## src/lrsf_pkg.sv

```systemverilog
`default_nettype none

package lrsf_pkg;

    // field widths
    localparam int DATA_W   = 32;
    localparam int PERIOD_W = 16;
    localparam int IDX_W    = 2;

    // configuration reset and default interval count
    localparam logic [PERIOD_W-1:0] PERIOD_RESET = 16'd1000;
    localparam int NUM_INTERVALS_DEF = 3;

    // rate lanes
    localparam int NUM_RATES = 5;
    localparam int RATE_TXF  = 0;
    localparam int RATE_RXF  = 1;
    localparam int RATE_TXO  = 2;
    localparam int RATE_RXO  = 3;
    localparam int RATE_LOSS = 4;

    // filter intervals, divisors 1, 10 and 60
    localparam logic [IDX_W-1:0] IVL_1S  = 2'd0;
    localparam logic [IDX_W-1:0] IVL_10S = 2'd1;
    localparam logic [IDX_W-1:0] IVL_60S = 2'd2;

    typedef enum logic {
        OP_SAMPLE = 1'b0,
        OP_CLEAR  = 1'b1
    } opcode_t;

    // request decision from the front end
    typedef struct packed {
        logic start;
        logic clear;
    } front_evt_t;

    // sequencer control shared by all filter lanes
    typedef struct packed {
        logic             clear;
        logic             issue;
        logic [IDX_W-1:0] issue_idx;
        logic             finish;
        logic [IDX_W-1:0] finish_idx;
    } lane_ctl_t;

    // delta times 1000, modulo 2^32
    function automatic logic [DATA_W-1:0] scale_rate(input logic [DATA_W-1:0] d);
        return (d << 10) - (d << 4) - (d << 3);
    endfunction

    // magnitude pre-shift: /10 = /2 then /5, /60 = /4 then /15
    function automatic logic [DATA_W-1:0] div_operand(input logic [DATA_W:0] mag,
                                                      input logic [IDX_W-1:0] idx);
        logic [DATA_W-1:0] op;
        case (idx)
            IVL_10S: op = mag[DATA_W:1];
            IVL_60S: op = {1'b0, mag[DATA_W:2]};
            default: op = '0;
        endcase
        return op;
    endfunction

    // reciprocal of 5 and of 15
    function automatic logic [DATA_W-1:0] div_recip(input logic [IDX_W-1:0] idx);
        logic [DATA_W-1:0] m;
        case (idx)
            IVL_10S: m = 32'hCCCC_CCCD;
            IVL_60S: m = 32'h8888_8889;
            default: m = '0;
        endcase
        return m;
    endfunction

    // quotient from the reciprocal product
    function automatic logic [DATA_W-1:0] div_quotient(input logic [2*DATA_W-1:0] prod,
                                                       input logic [IDX_W-1:0] idx);
        logic [DATA_W-1:0] q;
        case (idx)
            IVL_10S: q = {2'b00, prod[2*DATA_W-1:34]};
            IVL_60S: q = {3'b000, prod[2*DATA_W-1:35]};
            default: q = '0;
        endcase
        return q;
    endfunction

endpackage

`default_nettype wire

```

## src/lrsf_lane.sv

```systemverilog
`default_nettype none

module lrsf_lane
    import lrsf_pkg::*;
#(
    parameter int NUM_INTERVALS = NUM_INTERVALS_DEF
) (
    input  logic              clk,
    input  logic              rst_n,
    input  lane_ctl_t         ctl,
    input  logic [DATA_W-1:0] x,
    output logic [DATA_W-1:0] y_new
);

    logic [DATA_W-1:0] filt_reg [NUM_INTERVALS];

    logic [DATA_W-1:0]   y_cur;
    logic [DATA_W:0]     diff;
    logic [DATA_W:0]     mag;
    logic [2*DATA_W-1:0] prod;
    logic [DATA_W-1:0]   q;

    logic [2*DATA_W-1:0] prod_reg;
    logic                neg_reg;
    logic [DATA_W-1:0]   base_reg;

    // filter state of the issued interval
    always_comb begin
        y_cur = '0;
        for (int i = 0; i < NUM_INTERVALS; i++) begin
            if (ctl.issue_idx == IDX_W'(i)) begin
                y_cur = filt_reg[i];
            end
        end
    end

    // exact difference, magnitude and reciprocal product
    assign diff = {x[DATA_W-1], x} - {y_cur[DATA_W-1], y_cur};
    assign mag  = diff[DATA_W] ? (~diff + 1'b1) : diff;
    assign prod = div_operand(mag, ctl.issue_idx) * div_recip(ctl.issue_idx);

    always_ff @(posedge clk) begin
        if (ctl.issue) begin
            prod_reg <= prod;
            neg_reg  <= diff[DATA_W];
            base_reg <= (ctl.issue_idx == IVL_1S) ? x : y_cur;
        end
    end

    // quotient truncated toward zero, added back to the state; the 1s interval takes x
    assign q     = div_quotient(prod_reg, ctl.finish_idx);
    assign y_new = neg_reg ? (base_reg - q) : (base_reg + q);

    // clear wins over a write-back that lands on the same edge
    always_ff @(posedge clk or negedge rst_n) begin
        if (!rst_n) begin
            for (int i = 0; i < NUM_INTERVALS; i++) begin
                filt_reg[i] <= '0;
            end
        end else if (ctl.clear) begin
            for (int i = 0; i < NUM_INTERVALS; i++) begin
                filt_reg[i] <= '0;
            end
        end else if (ctl.finish) begin
            for (int i = 0; i < NUM_INTERVALS; i++) begin
                if (ctl.finish_idx == IDX_W'(i)) begin
                    filt_reg[i] <= y_new;
                end
            end
        end
    end

endmodule

`default_nettype wire

```

## config.mk

```make
export PLATFORM = sky130hd
export DESIGN_NAME = lrsf_lane
export DESIGN_NICKNAME = d
export VERILOG_FILES = /design/src/lrsf_pkg.sv /design/src/lrsf_lane.sv
export SDC_FILE = /design/constraint.sdc
export NUM_CORES = 2
export LEC_CHECK = 0
export BUFFER_PORTS_ARGS = -buffer_cell sky130_fd_sc_hd__clkbuf_2
export CAP_MARGIN = 20
export CORE_AREA = 5 5 300 302
export DETAILED_ROUTE_END_ITERATION = 8
export DIE_AREA = 0 0 305 307
export PLACE_DENSITY = 0.6
export SLEW_MARGIN = 20
export SYNTH_ARGS = -nofsm -noshare
export SYNTH_HDL_FRONTEND = slang
export SYNTH_SLANG_ARGS = --single-unit
```

## constraint.sdc

```tcl
create_clock -name clk -period 10.49 [get_ports clk]
set_input_delay 2.098 -clock clk [delete_from_list [all_inputs] [get_ports clk]]
set_output_delay 2.098 -clock clk [all_outputs]
set_load 0.005 [all_outputs]
```

* After elaboration in Yosys (flattened, before gate mapping)
Index checks and enable logic that the tools add are counted.
W data, S select, Z words.
** Storage, ports and cells
- Input port bits :: 41
- Bits in registers :: 193
** Operators by class
- $add $sub $neg :: 4
- Muxes and demuxes :: 14
- $mul :: 1
- Bitwise logic cells :: 1
- Eq/ne operators :: 4
- Reductions and logical operators :: 9
** Operators with widths (number)
- $mux W32 :: 8
- $mux W96 :: 2
- $pmux W32 S2 :: 2
- $mul A32 B32 Y64 :: 1
- $pmux W30 S2 :: 1
- $add A33 B1 Y33 const B :: 1
- $mux W33 :: 1
- $not A33 Y33 :: 1
- $sub A32 B32 Y33 :: 1
- $add A32 B32 Y32 :: 1
- $sub A32 B32 Y32 :: 1
- $reduce_bool A2 Y1 :: 4
- $reduce_and A2 Y1 :: 3
- $eq A2 B1 Y1 const B :: 2
- $eq A2 B2 Y1 const B :: 2
- $logic_not A2 Y1 :: 2

* Longest topological paths before layout
- Depth after elaboration :: 10
- Gate-level depth with buffers :: 57

* Least setup slack after synthesis
No wires, ideal clock.
- Path type :: input-to-reg
- From :: in ctl[4] (netlist name)
- To :: reg prod_reg[45] (data pin)
- Path slack :: -3258 ps
- Buffers on the path :: 3
- Required time :: 10231 ps
- Setup time :: 259 ps
- Stages on the path :: 55
- Arrival :: 13489 ps
- Cell sequence :: inv_1 -> ha_1 -> buf_4 -> clkbuf_1 -> buf_1 -> a21oi_1 -> o21ai_0 -> ha_1 -> inv_1 -> ha_1 -> a21oi_1 -> a31o_1 -> a2111oi_1 -> o221a_2 -> o21bai_2 -> nand2_1 -> xor2_1 -> or3_1 -> [19 not listed] -> ha_1 -> a21o_1 -> a21o_1 -> a21o_1 -> a21o_1 -> a21o_1 -> a21o_1 -> a221oi_1 -> nand2_1 -> a2bb2oi_1 -> and3_1 -> o21ai_0 -> a21boi_0 -> o21a_1 -> o21a_1 -> o21a_1 -> nor2_1 -> xnor2_1
** Between the ends
- Longest elaborated chain between the ends :: 10
- Elaborated cells on any way between the ends :: 13
- Those cells by class :: add/sub (2); mul (1); eq/ne (2); mux (6); bitwise (1); reduce/logical (1)
** Ends and longest elaborated chain
- start: declaration :: line lrsf_lane.sv:10 : input lane_ctl_t ctl,
- $logic_not A2 Y1 :: line lrsf_lane.sv:31 : if (ctl.issue_idx == IDX_W'(i)) begin
- $mux W32 (3 in a row) :: line lrsf_lane.sv:31
- $sub A32 B32 Y33 :: line lrsf_lane.sv:38 : assign diff = {x[DATA_W-1], x} - {y_cur[DATA_W-1], y_cur};
- $not A33 Y33 :: line lrsf_lane.sv:39 : assign mag = diff[DATA_W] ? (~diff + 1'b1) : diff;
- $add A33 B1 Y33 :: line lrsf_lane.sv:39
- $mux W33 :: line lrsf_lane.sv:39
- $pmux W32 S2 :: line lrsf_pkg.sv:56 : case (idx)
- $mul A32 B32 Y64 (*) :: line lrsf_lane.sv:40 : assign prod = div_operand(mag, ctl.issue_idx) * div_recip(ctl.issue_idx);
- net prod[45] :: line lrsf_lane.sv:20 : logic [2*DATA_W-1:0] prod;
- end signal: assignment :: line lrsf_lane.sv:44 : prod_reg <= prod;
- end: declaration :: line lrsf_lane.sv:23 : logic [2*DATA_W-1:0] prod_reg;
The timed path passes the listed nets; every way through them passes the cells marked *.
A chain may end at the register's enable or synchronous reset.

* Final worst setup path
- From :: in ctl[3] (netlist name)
- To :: reg prod_reg[61] (data pin)
The elaborated chain is that of the path after synthesis.

==> metrics.cfg <==
[global_route]
grt_pass1_vias = 26080
grt-ovfl-total = 0
grt_pass1_wl_mm = 145.8
grt_usage = 0.1977
antenna_found_initial = 1
grt_max_degree = 80

[clock_tree]
cts_root_buf = clkbuf_16
cts_tree = built
cts_sinks = 159
clock_latency_ns = 0.45
cts.clk_slew.worst_paths_ns = 0.07
htreeDepth = 4
numCtsBuffers = 17
hold_buffers = 0
ctsLongestPathBuffers = 2

[logic_synthesis]
ys_async_sr_fraction = 0.6038
synth_cell_types = 99
synth_area_leader_cell = fa_1
synth_warnings = 0
netlist_area_um2 = 29220
syn_nets = 4108
postSynthAreaPerCell_um2 = 8.996
synthFlopType = dfrtp_1
synthCells = 3248
yosysTopAreaCellShare = 0.2843
synth_area_leaders = fa_1 28%, ha_1 17%, inv_1 9.0%
ys_seq_elements = 159
seq_area_frac_synth = 0.1470
synth_edf_count = 63

[drt]
vias_per_cell = 4.795
drc_errors = 0
drt_iter0_markers = 1439
first_pass_iters = 5
wire_per_inst_um = 17.99
drt-total-wl_mm = 92.54
via_count = 24660
ant_nets = 0

[min_path]
min_from = filt_reg[84]
holdPathEnd = filt_reg[84]
min_delay_path_depth = 2
hp-class = reg2reg

[cells_and_area]
final_core_util = 0.4446
area_growth_pct = 33.04
fill_cells = 8345
multi_input_area_um2 = 23740
final-seq-area_um2 = 4294
fin_cells = 5143
n_antenna_cell = 0
num-nets-final = 4825
largest_reg_flops = 96
drive_gt1_frac = 0.2826

[placement]
gp_congestion = 0.9673
post-dp-hpwl_mm = 80.21
numPortBuffers = 72
placedCellCount = 5043
preCtsSetupSlack_ns = -3.456

[timing]
fin_crit_sh = 1.254
fin_hold_ws_ns = 0.5153
drv_slew = 0
relSlewSlack = 0.2543
worst_pin_slew_ns = 1.119
fin_skew_ns = 0.01766
fin_setup_tns_ns = -72.53
period_needed_ns = 13.16
fmax_mhz = 76.00
worst_slack_ns = -2.667
setup_violations = 30
timing.final.hold_violations = 0
rsz0062_at_grt = true

[pwr]
leakage_uw = 0.01978
peakVddDrop_mv = 0.3322
power.density_nw_per_um2 = 251.2

[critical_path]
crit_fanout = 5
crit_required_ns = 10.69
endpoint_kind = register
r2r-end = prod_reg[61]
startpoint_type = primary input
reg2reg_slack_ns = -0.94
cp.arrival_ns = 13.36
path_class = in2reg
max_stage_delay_ns = 0.56
r2r-start = filt_reg[64]
cpMaxStageDelayCell = fa_1
reg2reg_depth = 56

[run]
cap_violations = 0

[die]
core_area_um2 = 87420
die_y_um = 307
boundaryPins = 73
row_count = 109
die_area_um2 = 93640
die_x_um = 305
start_util = 0.3342

[outcome]
status = finished with violations
violations = setup timing

==> metrics by stage <==
| stage | power (µW) | instance area (µm²) |
|---|---|---|
| 3_3_place_gp | 8110 | 36270 |
| 6_report | 9766 | 38870 |
| 2_1_floorplan | 5010 | 29800 |
| 3_5_place_dp | 8123 | 36270 |
| 4_1_cts | 9592 | 38470 |
| 5_1_grt | 10710 | 38870 |
==> critical path, delay by kind of cell <==
| kind | cells | cell delay, ns |
|---|---|---|
| xor gates and xnor gates | 3 | 0.56 |
| and+or+nand+nor | 6 | 0.93 |
| AOI/OAI and AO/OA | 27 | 4.63 |
| adders and majority gates | 11 | 4.05 |
| buffers and inverters | 10 | 1.07 |
==> Yosys cell counts, drive strengths merged (5+ instances only) <==
library cell,n
inv,700
fa,415
ha,404
nand2,271
a21oi,249
nor2,213
dfrtp,96
o21ai,93
xor2,73
xnor2,71
clkbuf,69
edfxtp,63
a21o,59
and2,40
nand3,34
o22ai,32
nor3,31
a22o,29
and3,24
nor2b,22
a31oi,20
buf,20
o21bai,17
nand4,16
a211oi,15
nand3b,14
o31ai,14
or3,13
o21a,11
nand2b,9
or2,9
a21boi,8
o211ai,8
o22a,6
a2111oi,5
a31o,5
nor4,5
o311ai,5
==> how the worst max path moves through the flow <==
stage                       from           end
after floorplan           ctl[4]  prod_reg[45]
after global placement    ctl[3]  prod_reg[61]
after detailed placement  ctl[3]  prod_reg[61]
after CTS                 ctl[3]  prod_reg[61]
after global routing      ctl[3]  prod_reg[61]
final                     ctl[3]  prod_reg[61]
==> layer usage <==
layer	vias to the layer above	wire length, µm	part of all wire	GRT usage
met3	117	5496	0.059	0.03809
met1	12030	40380	0.44	0.2624
met2	556	44440	0.48	0.3375
li1	11950	-	-	-
met4	0	2214	0.024	0.04444
met5	-	0	0	0
==> area by class of cell <==
class                      count  share of cell area
multi-input combinational   2300              0.6107
timing repair buffer         787              0.1567
sequential                   159              0.1105
clock buffer                  18             0.01159
tap                         1165             0.03750
clock inverter                14            0.004860
inverter                     700             0.06818
==> cell usage in the layout, fill, tap and decap left out, types with 29 or more instances in the layout <==
cell type / instances
edfxtp_1: 63
buf_4: 668
inv_1: 682
fa_1: 400
xor2_1: 66
a21o_1: 57
o21ai_0: 76
nand2_1: 261
xnor2_1: 53
nand3_1: 32
dfrtp_1: 96
ha_1: 354
clkbuf_2: 67
ha_4: 46
buf_6: 31
nor2_1: 200
a21oi_2: 38
a21oi_1: 207
a22o_1: 29
==> cell families (layout without fill, tap and decap cells) <==
kind of cell    count (synthesis)  after routing  share of synthesized area
compound gates                610            610                     0.1329
xor+xnor                      144            144                    0.04342
fa+ha+maj                     822            822                     0.4584
buf+inv                       789           1519                     0.1020
flops                         159            159                     0.1470
mux                             8              8                   0.002912
simple gates                  716            716                     0.1134
==> power by group <==
part / internal (µW) / total (µW) / switching [µW]
clock: 397 / 680 / 283
combinational: 3780 / 8180 / 4400
sequential: 836 / 905 / 68.7
==> repair_timing <==
action / CTS / global route
setup buffers: 61 / 10
pin swaps: 102 / 49
gates resized for setup: 218 / 61
setup endpoints to repair: 30 / 32
Power figures use the tool's default switching activity.
