$ cat src/lrsf_pkg.sv
`default_nettype none

package lrsf_pkg;

    // field widths
    localparam int DATA_W   = 32;
    localparam int PERIOD_W = 16;
    localparam int IDX_W    = 2;

    // configuration reset and default interval count
    localparam logic [PERIOD_W-1:0] PERIOD_RESET = 16'd1000;
    localparam int NUM_INTERVALS_DEF = 3;

    // rate lanes
    localparam int NUM_RATES = 5;
    localparam int RATE_TXF  = 0;
    localparam int RATE_RXF  = 1;
    localparam int RATE_TXO  = 2;
    localparam int RATE_RXO  = 3;
    localparam int RATE_LOSS = 4;

    // filter intervals, divisors 1, 10 and 60
    localparam logic [IDX_W-1:0] IVL_1S  = 2'd0;
    localparam logic [IDX_W-1:0] IVL_10S = 2'd1;
    localparam logic [IDX_W-1:0] IVL_60S = 2'd2;

    typedef enum logic {
        OP_SAMPLE = 1'b0,
        OP_CLEAR  = 1'b1
    } opcode_t;

    // request decision from the front end
    typedef struct packed {
        logic start;
        logic clear;
    } front_evt_t;

    // sequencer control shared by all filter lanes
    typedef struct packed {
        logic             clear;
        logic             issue;
        logic [IDX_W-1:0] issue_idx;
        logic             finish;
        logic [IDX_W-1:0] finish_idx;
    } lane_ctl_t;

    // delta times 1000, modulo 2^32
    function automatic logic [DATA_W-1:0] scale_rate(input logic [DATA_W-1:0] d);
        return (d << 10) - (d << 4) - (d << 3);
    endfunction

    // magnitude pre-shift: /10 = /2 then /5, /60 = /4 then /15
    function automatic logic [DATA_W-1:0] div_operand(input logic [DATA_W:0] mag,
                                                      input logic [IDX_W-1:0] idx);
        logic [DATA_W-1:0] op;
        case (idx)
            IVL_10S: op = mag[DATA_W:1];
            IVL_60S: op = {1'b0, mag[DATA_W:2]};
            default: op = '0;
        endcase
        return op;
    endfunction

    // reciprocal of 5 and of 15
    function automatic logic [DATA_W-1:0] div_recip(input logic [IDX_W-1:0] idx);
        logic [DATA_W-1:0] m;
        case (idx)
            IVL_10S: m = 32'hCCCC_CCCD;
            IVL_60S: m = 32'h8888_8889;
            default: m = '0;
        endcase
        return m;
    endfunction

    // quotient from the reciprocal product
    function automatic logic [DATA_W-1:0] div_quotient(input logic [2*DATA_W-1:0] prod,
                                                       input logic [IDX_W-1:0] idx);
        logic [DATA_W-1:0] q;
        case (idx)
            IVL_10S: q = {2'b00, prod[2*DATA_W-1:34]};
            IVL_60S: q = {3'b000, prod[2*DATA_W-1:35]};
            default: q = '0;
        endcase
        return q;
    endfunction

endpackage

`default_nettype wire

$ cat src/lrsf_front.sv
`default_nettype none

module lrsf_front
    import lrsf_pkg::*;
(
    input  logic                             clk,
    input  logic                             rst_n,
    input  logic                             in_valid,
    output logic                             in_ready,
    input  logic                             opcode,
    input  logic [DATA_W-1:0]                now,
    input  logic [DATA_W-1:0]                tx_frames,
    input  logic [DATA_W-1:0]                rx_frames,
    input  logic [DATA_W-1:0]                tx_octets,
    input  logic [DATA_W-1:0]                rx_octets,
    input  logic [PERIOD_W-1:0]              update_period,
    input  logic                             seq_free,
    output front_evt_t                       evt,
    output logic [NUM_RATES-1:0][DATA_W-1:0] x_rates
);

    logic              in_valid_reg;
    opcode_t           op_reg;
    logic [DATA_W-1:0] now_reg;
    logic [DATA_W-1:0] txf_reg;
    logic [DATA_W-1:0] rxf_reg;
    logic [DATA_W-1:0] txo_reg;
    logic [DATA_W-1:0] rxo_reg;

    logic [DATA_W-1:0] last_time_reg;
    logic [DATA_W-1:0] prev_txf_reg;
    logic [DATA_W-1:0] prev_rxf_reg;
    logic [DATA_W-1:0] prev_txo_reg;
    logic [DATA_W-1:0] prev_rxo_reg;
    logic [DATA_W-1:0] prev_loss_reg;

    logic [NUM_RATES-1:0][DATA_W-1:0] x_reg;
    logic [NUM_RATES-1:0][DATA_W-1:0] x_next;

    logic              consume;
    logic              due;
    logic [DATA_W-1:0] elapsed;
    logic [DATA_W-1:0] loss_now;

    // input register, refilled as soon as its request is taken
    assign consume  = in_valid_reg && seq_free;
    assign in_ready = !in_valid_reg || consume;

    always_ff @(posedge clk or negedge rst_n) begin
        if (!rst_n) begin
            in_valid_reg <= 1'b0;
        end else if (in_ready) begin
            in_valid_reg <= in_valid;
        end
    end

    always_ff @(posedge clk) begin
        if (in_ready && in_valid) begin
            op_reg  <= opcode_t'(opcode);
            now_reg <= now;
            txf_reg <= tx_frames;
            rxf_reg <= rx_frames;
            txo_reg <= tx_octets;
            rxo_reg <= rx_octets;
        end
    end

    // update decision
    assign elapsed = now_reg - last_time_reg;
    assign due     = elapsed >= {{(DATA_W-PERIOD_W){1'b0}}, update_period};

    assign evt.clear = consume && (op_reg == OP_CLEAR);
    assign evt.start = consume && (op_reg == OP_SAMPLE) && due;

    // per-period deltas
    assign loss_now = txf_reg - rxf_reg;

    always_comb begin
        x_next[RATE_TXF]  = scale_rate(txf_reg - prev_txf_reg);
        x_next[RATE_RXF]  = scale_rate(rxf_reg - prev_rxf_reg);
        x_next[RATE_TXO]  = txo_reg - prev_txo_reg;
        x_next[RATE_RXO]  = rxo_reg - prev_rxo_reg;
        x_next[RATE_LOSS] = scale_rate(loss_now - prev_loss_reg);
    end

    // remembered counts; clear keeps the update time
    always_ff @(posedge clk or negedge rst_n) begin
        if (!rst_n) begin
            last_time_reg <= '0;
            prev_txf_reg  <= '0;
            prev_rxf_reg  <= '0;
            prev_txo_reg  <= '0;
            prev_rxo_reg  <= '0;
            prev_loss_reg <= '0;
        end else if (evt.clear) begin
            prev_txf_reg  <= '0;
            prev_rxf_reg  <= '0;
            prev_txo_reg  <= '0;
            prev_rxo_reg  <= '0;
            prev_loss_reg <= '0;
        end else if (evt.start) begin
            last_time_reg <= now_reg;
            prev_txf_reg  <= txf_reg;
            prev_rxf_reg  <= rxf_reg;
            prev_txo_reg  <= txo_reg;
            prev_rxo_reg  <= rxo_reg;
            prev_loss_reg <= loss_now;
        end
    end

    // deltas held for the whole update
    always_ff @(posedge clk) begin
        if (evt.start) begin
            x_reg <= x_next;
        end
    end

    assign x_rates = x_reg;

endmodule

`default_nettype wire

$ cat config.mk
export PLATFORM = sky130hd
export DESIGN_NAME = lrsf_front
export DESIGN_NICKNAME = d
export VERILOG_FILES = /design/src/lrsf_pkg.sv /design/src/lrsf_front.sv
export SDC_FILE = /design/constraint.sdc
export NUM_CORES = 1
export LEC_CHECK = 0
export BUFFER_PORTS_ARGS = -buffer_cell sky130_fd_sc_hd__buf_2
export CAP_MARGIN = 20
export CORE_MARGIN = 4
export CORE_UTILIZATION = 55
export CTS_BUF_LIST = sky130_fd_sc_hd__clkbuf_16
export DETAILED_ROUTE_END_ITERATION = 16
export PLACE_DENSITY = 0.81
export SYNTH_ARGS = -nofsm -noshare
export SYNTH_HDL_FRONTEND = slang
export SYNTH_SLANG_ARGS = --single-unit
$ cat constraint.sdc
create_clock -name clk -period 7.1 [get_ports clk]
set_input_delay 0.355 -clock clk [delete_from_list [all_inputs] [get_ports clk]]
set_output_delay 0.355 -clock clk [all_outputs]
set_load 0.01 [all_outputs]
**Yosys cells after proc, flatten, opt, wreduce, memory -nomap -nowiden**

Index checks and enable logic that the tools add are counted.

- Register bits: 499
- Output and inout port bits: 163

- Add/subtract/negate cells: 13
- Order comparisons: 1
- Muxes and demuxes: 10
- Bitwise logic cells: 2
- Reduce and logical (&&, ||, !) cells: 9

Operator list:

| operator | number |
|---|---|
| subtractor 32 bit | 9 |
| 2-to-1 mux 29 bit | 6 |
| 2-to-1 mux 32 bit | 4 |
| subtractor 29 bit | 4 |
| >= comparator 32 x 16 -> 1 bit | 1 |
| logical AND 1 bit | 5 |
| inverter 1 bit | 2 |
| AND reduction 2 bit | 1 |
| nonzero test 2 bit | 1 |
| logical NOT 1 bit | 1 |
| logical OR 1 bit | 1 |

**Depth between registers and ports, before layout**

Gate-level depths: netlist of the first run.

- Depth after elaboration: 5
- Mapped depth: 35

**Worst setup path before layout of the first run**

Ideal clock, no wire load.

- Path kind: register to register
- Start: reg txf_reg[1]
- End: reg x_reg, in the netlist x_rates[159] (data pin)
- Arrival: 6585 ps
- Data required time: 6835 ps
- Setup slack: 250 ps
- Cell stages (with the launch flop): 33
- Period minus slack after synthesis: 6850 ps
- Path through: edfxtp_1 -> ha_1 -> nor2b_1 -> o21ai_0 -> a21boi_0 -> o211ai_1 -> a21oi_1 -> or2_2 -> o21ai_0 -> nand2b_1 -> xor2_1 -> ha_1 -> or3_1 -> o31ai_1 -> o21ai_0 -> and2_1 -> o21ai_0 -> nand2b_1 -> a21o_1 -> a21o_1 -> xnor2_1 -> fa_1 -> ha_1 -> a21oi_1 -> nand2_1 -> nor2_1 -> and3_1 -> o31ai_1 -> a311o_1 -> a21oi_1 -> xnor2_1 -> xnor2_1 -> xor2_1

RTL lines:

| item | line | text |
|---|---|---|
| start, declared | lrsf_front.sv:25 | `logic [DATA_W-1:0] txf_reg;` |
| start signal, assigned | lrsf_front.sv:61 | `txf_reg <= tx_frames;` |
| end signal, assigned | lrsf_front.sv:114 | `x_reg <= x_next;` |
| end, declared | lrsf_front.sv:37 | `logic [NUM_RATES-1:0][DATA_W-1:0] x_reg;` |

==> results of run 1 <==
[what timing repair did]
action / CTS / global route
hold buffers: 156 / 0
gates resized for setup: 4 / 23
pin swaps: 0 / 10
hold endpoints to repair: 251 / 0
setup endpoints to repair: 1 / 2
[how the worst min path moves through the flow]
stage	start	end	slack, ps
5_1_grt	rx_frames[1]	rxf_reg[1]	40
2_1_floorplan	rst_n	in_valid_reg	60
3_3_place_gp	rst_n	prev_rxo_reg[22]	480
4_1_cts	rx_frames[1]	rxf_reg[1]	50
3_5_place_dp	last_time_reg[27]	last_time_reg[27]	490
6_report	rx_frames[1]	rxf_reg[1]	80
[per-stage QoR]
stage / std cells / cell area, um^2 / hold slack [ps]
floorplan: 3291 / 34100 / 59.4
global placement: 4383 / 36700 / 481
detailed placement: 4383 / 36700 / 494
CTS: 4643 / 40200 / 53.6
global route: 4646 / 40200 / 39.8
finish: 4646 / 40200 / 82.3
[layout by cell type, fill, tap and decap left out, drive strengths merged, types with 7 or more instances in the layout]
cell         instances
nor3b                7
a21boi              16
o21a                43
or2                  9
nand2b              56
and4                 8
xor2                78
ha                 326
inv                431
a211oi              27
conb                 9
o31ai               12
a31o                 8
bufinv               9
nor2               276
clkinv              26
o211ai              14
edfxtp             306
a21o               101
nand4               18
mux2               143
o21ai              152
mux2i               40
and3                26
dfrtp              184
dlygate4sd3        156
or3                  8
nor3                38
nor2b               50
fa                  70
and2                13
o21bai              37
buf                365
a31oi               23
nand3               45
a21oi              242
a211o                8
clkbuf              56
nand2              158
xnor2              176
[kinds of logic after synthesis]
kind of cell	after synthesis
mux	183
simple gates	726
compound gates	756
fa+ha+maj	396
xor+xnor	256
flops	490
other cells	1
buf+inv	475
[area by class of cell]
type	instances	area, um^2
Fill cell	4500	20600
Multi-Input combinational cell	2326	18400
Sequential cell	490	13800
Timing Repair Buffer	522	3550
Inverter	419	1570
Clock buffer	55	1380
Tap cell	782	978
Clock inverter	49	528
Antenna cell	3	7.51
[layer usage]
| metal | up-vias | GRT usage [%] |
|---|---|---|
| met5 | - | 0 |
| met4 | 2 | 10.0 |
| met3 | 209 | 3.70 |
| met2 | 883 | 44.1 |
| met1 | 12500 | 32.0 |
| li1 | 12600 | - |
==> flow_summary.ini, run 1 <==
[finish]
areaGrowthSynthToFinish_pct = 18.3
final_util_pct = 66.2
largest_reg_flops = 151
nNetsFinal = 4391
drive_gt1_share_pct = 16.4

[sta]
min_period_ps = 6850
hold_viol = 0
slew_headroom_pct = 33.4
finalCritPeriodShare_pct = 96.5
final.setup.worst_slack_ps = 252
rsz0062_at_grt = yes
fmax_mhz = 146
worst_slew_pin_slew_ps = 999
timing.setup.tns_ps = 0
setup_viol = 0
skew_ps = 41.3
maxSlewViolCount = 0

[synthesis]
ys_ff_latch = 490
synth_cell_type_count = 79
synthCells = 3283
synth_xor_area_share_pct = 6.67
yosysMostFrequentCell = inv_1
yosysWarnings = 0
syn-cell-area_mm2 = 0.0340
ys_seq_area_share_pct = 40.5
synth_area_leader_cell = edfxtp_1
synth_largest_type_area_fraction_pct = 27.0
synth_top_family_by_area = adder cells
synth-simple-area-share_pct = 10.1
synth_compound_gate_area_share_pct = 14.3
synthMuxAreaShare_pct = 6.71
synth-async-reset-ratio_pct = 37.6
synth_area_leaders = edfxtp_1 (27%), dfrtp_1 (14%), ha_1 (12%)
synth.top_cells.by_count = inv_1 (419), ha_1 (326), edfxtp_1 (306), nor2_1 (276), a21oi_1 (241)
postSynthAreaPerCell_um2 = 10.4
synth-main-ff-cell = edfxtp_1
synthAdderAreaFrac_pct = 16.1
synth-edff-count = 306

[routing]
wl_met1_um = 34800
drt_first_pass_iters = 7
dr_wl_met3_um = 5040
vias = 26200
ant_nets = 0
drt_iter0_markers = 1727
top_layer_used = met5
drc = 0
dr_wl_met2_um = 42400
via_per_inst = 5.64
wire_per_inst_um = 18.5
wirelength_um = 85700

[floorplanning]
die_h_um = 257
start_util_pct = 56.0
rows = 90
io_pins = 344
die_area_mm2 = 0.0659
die_w_um = 257
core_area_mm2 = 0.0608

[clocking]
h-tree-depth = 2
clk_latency_ps = 640
cts_buffer_depth = 3
postCtsSetupRepairBufs = 0
root_buffer = clkbuf_16
cts_tree = built
cts_made_buffers = 55
clk_pin_slew_ps = 60
cts.sinks = 490

[setup_path]
reg2reg_to = x_rates[159]
crit_start = txf_reg[0]
critical_path.top_delay_family = compound AO/OA/AOI/OAI gates
critPathCaptureType = register
start_kind = register
reg2reg_slack_ps = 250
r2r-start = txf_reg[0]
critPathArrivalTime_ps = 7210
cp_slowest_cell = fa_1
endpoint = x_rates[159]
critical_path_buf_inv_count = 4
worstPathMaxFanout = 3
crit_type = reg2reg
required_ps = 7460
crit_cells = 34
r2r_cells = 34
max_stage_delay_ps = 410

[min_path]
hp-class = in2reg
hold-path-cell-count = 1

[place]
place_ws_ps = -58.8
place.gp.congestion = 0.929
dp_hpwl_um = 59200
port_buffers = 328

[status]
status = completed

[grt]
grt_max_degree = 127
grt_pass1_vias = 26500
grt_overflow = 0
grt_pass1_wl_um = 137000
grt.total_usage_pct = 25.3
antenna_found_initial = 4

[run]
cap_violations = 0
Power of run 1 is not shown: default switching activity piles up to over one toggle a cycle in this logic, so the estimate is an artifact.
==> inputs of run 2 (changes only) <==
--- a/config.mk
+++ b/config.mk
@@ -11,6 +11,7 @@
 export CORE_UTILIZATION = 55
 export CTS_BUF_LIST = sky130_fd_sc_hd__clkbuf_16
 export DETAILED_ROUTE_END_ITERATION = 16
+export HOLD_SLACK_MARGIN = 0.1
 export PLACE_DENSITY = 0.81
 export SYNTH_ARGS = -nofsm -noshare
 export SYNTH_HDL_FRONTEND = slang
==> run 2 against run 1 <==
- global-route usage barely moved
- hold slack improved by 260 ps
- count of clock-buffer cells in the layout unchanged
- fmax is 0.24% higher
- cell count about the same
- non-clock buffer count is 2 higher
- via count increased by 0.12%
- clock skew hardly changed
- register-to-register slack improved by 20 ps
- utilization about the same
- sequential share of layout area is essentially flat
==> flow_summary.ini, run 2 (synthesis gave the netlist of run 1 again) <==
[finish]
layout_commonest_cell = inv_1
final_util_pct = 66.2
fill_cells = 4485
areaGrowthSynthToFinish_pct = 18.4
seq_area_mm2 = 0.0138
layout_common_cells = inv_1 (430), buf_2 (327), ha_1 (323)
multiInputGateArea_mm2 = 0.0184
largest_reg_flops = 151
drive_gt1_share_pct = 16.4
nNetsFinal = 4393

[setup_path]
cp_slowest_cell = a2111o_1
crit_type = reg2reg
max_stage_delay_ps = 420
start_kind = register
required_ps = 7460
critical_path.top_delay_family = compound AO/OA/AOI/OAI gates
crit_top_cell = xnor2_1
critical_path_buf_inv_count = 4
critPathCaptureType = register
critPathArrivalTime_ps = 7200
worstPathMaxFanout = 5
reg2reg_slack_ps = 270

[clocking]
root_buffer = clkbuf_16
clk_pin_slew_ps = 60
cts.sinks = 490
h-tree-depth = 2
cts_tree = built
cts_made_buffers = 55
cts_buffer_depth = 3
postCtsSetupRepairBufs = 0
clk_latency_ps = 640

[grt]
grt_pass1_vias = 26500
grt_max_degree = 127
grt_overflow = 0
grt_pass1_wl_um = 137000
antenna_found_initial = 5
grt.total_usage_pct = 25.3

[routing]
dr_wl_met3_um = 4960
vias = 26300
drt_iter0_markers = 1819
wirelength_um = 86000
wire_per_inst_um = 18.5
drt_first_pass_iters = 5
ant_nets = 0
drc = 0
top_layer_used = met5
via_per_inst = 5.65
wl_met1_um = 35000
dr_wl_met2_um = 42400

[run]
cap_violations = 0

[sta]
fmax_mhz = 146
maxSlewViolCount = 0
min_period_ps = 6830
rsz0062_at_grt = yes
skew_ps = 40.8
slew_headroom_pct = 33.5
hold_viol = 0
worst_slew_pin_slew_ps = 998
finalCritPeriodShare_pct = 96.2
setup_viol = 0

[floorplanning]
die_h_um = 257
die_area_mm2 = 0.0659
die_w_um = 257
io_pins = 344
rows = 90
start_util_pct = 56.0
core_area_mm2 = 0.0608

[place]
dp_hpwl_um = 59200
place.gp.congestion = 0.929
port_buffers = 328

[min_path]
hp-class = in2async

[status]
status = completed
## run 2: worst paths after layout
check,start,endpoint,cells past startpoint
max,txf_reg[0],x_rates[159],32
min reg2reg,last_time_reg[8],last_time_reg[8],1
max reg2reg,txf_reg[0],x_rates[159],32
min in group clk,rx_octets[11],rxo_reg[11],2
max in group asynchronous,rst_n,prev_txf_reg[4],3
min,rst_n,prev_rxo_reg[22],2
## run 2: cell type report
type,count,area share [%]
Clock buffer,55,3.42
Inverter,419,3.91
Timing Repair Buffer,524,8.86
Tap cell,782,2.43
Multi-Input combinational cell,2326,45.8
Sequential cell,490,34.2
Antenna cell,4,0.0249
Clock inverter,49,1.31
## run 2: what timing repair did
item | CTS | global route
gates resized for setup | 4 | 23
hold buffers | 158 | 0
endpoints found under the setup margin | 1 | 2
hold endpoints to repair | 252 | 0
pin swaps | 0 | 10
## run 2: metal layers
metal | vias to the layer above | track usage, %
li1 | 12600 | -
met1 | 12600 | 32.0
met2 | 841 | 44.0
met3 | 211 | 3.62
met4 | 2 | 10.3
met5 | - | 0
## run 2: metrics by stage
stage | instances | worst slack (ps) | hold slack (ps) | area [um^2] | TNS [ps]
after detailed placement | 4383 | -58.8 | 494 | 36700 | -58.8
final | 4649 | 268 | 341 | 40300 | 0
after floorplan | 3291 | 250 | 59.4 | 34100 | 0
after global routing | 4649 | -104 | 407 | 40300 | -153
after CTS | 4645 | 29.1 | 369 | 40200 | 0
after global placement | 4383 | 93.8 | 481 | 36700 | 0
Power of run 2 is left out for the same reason.
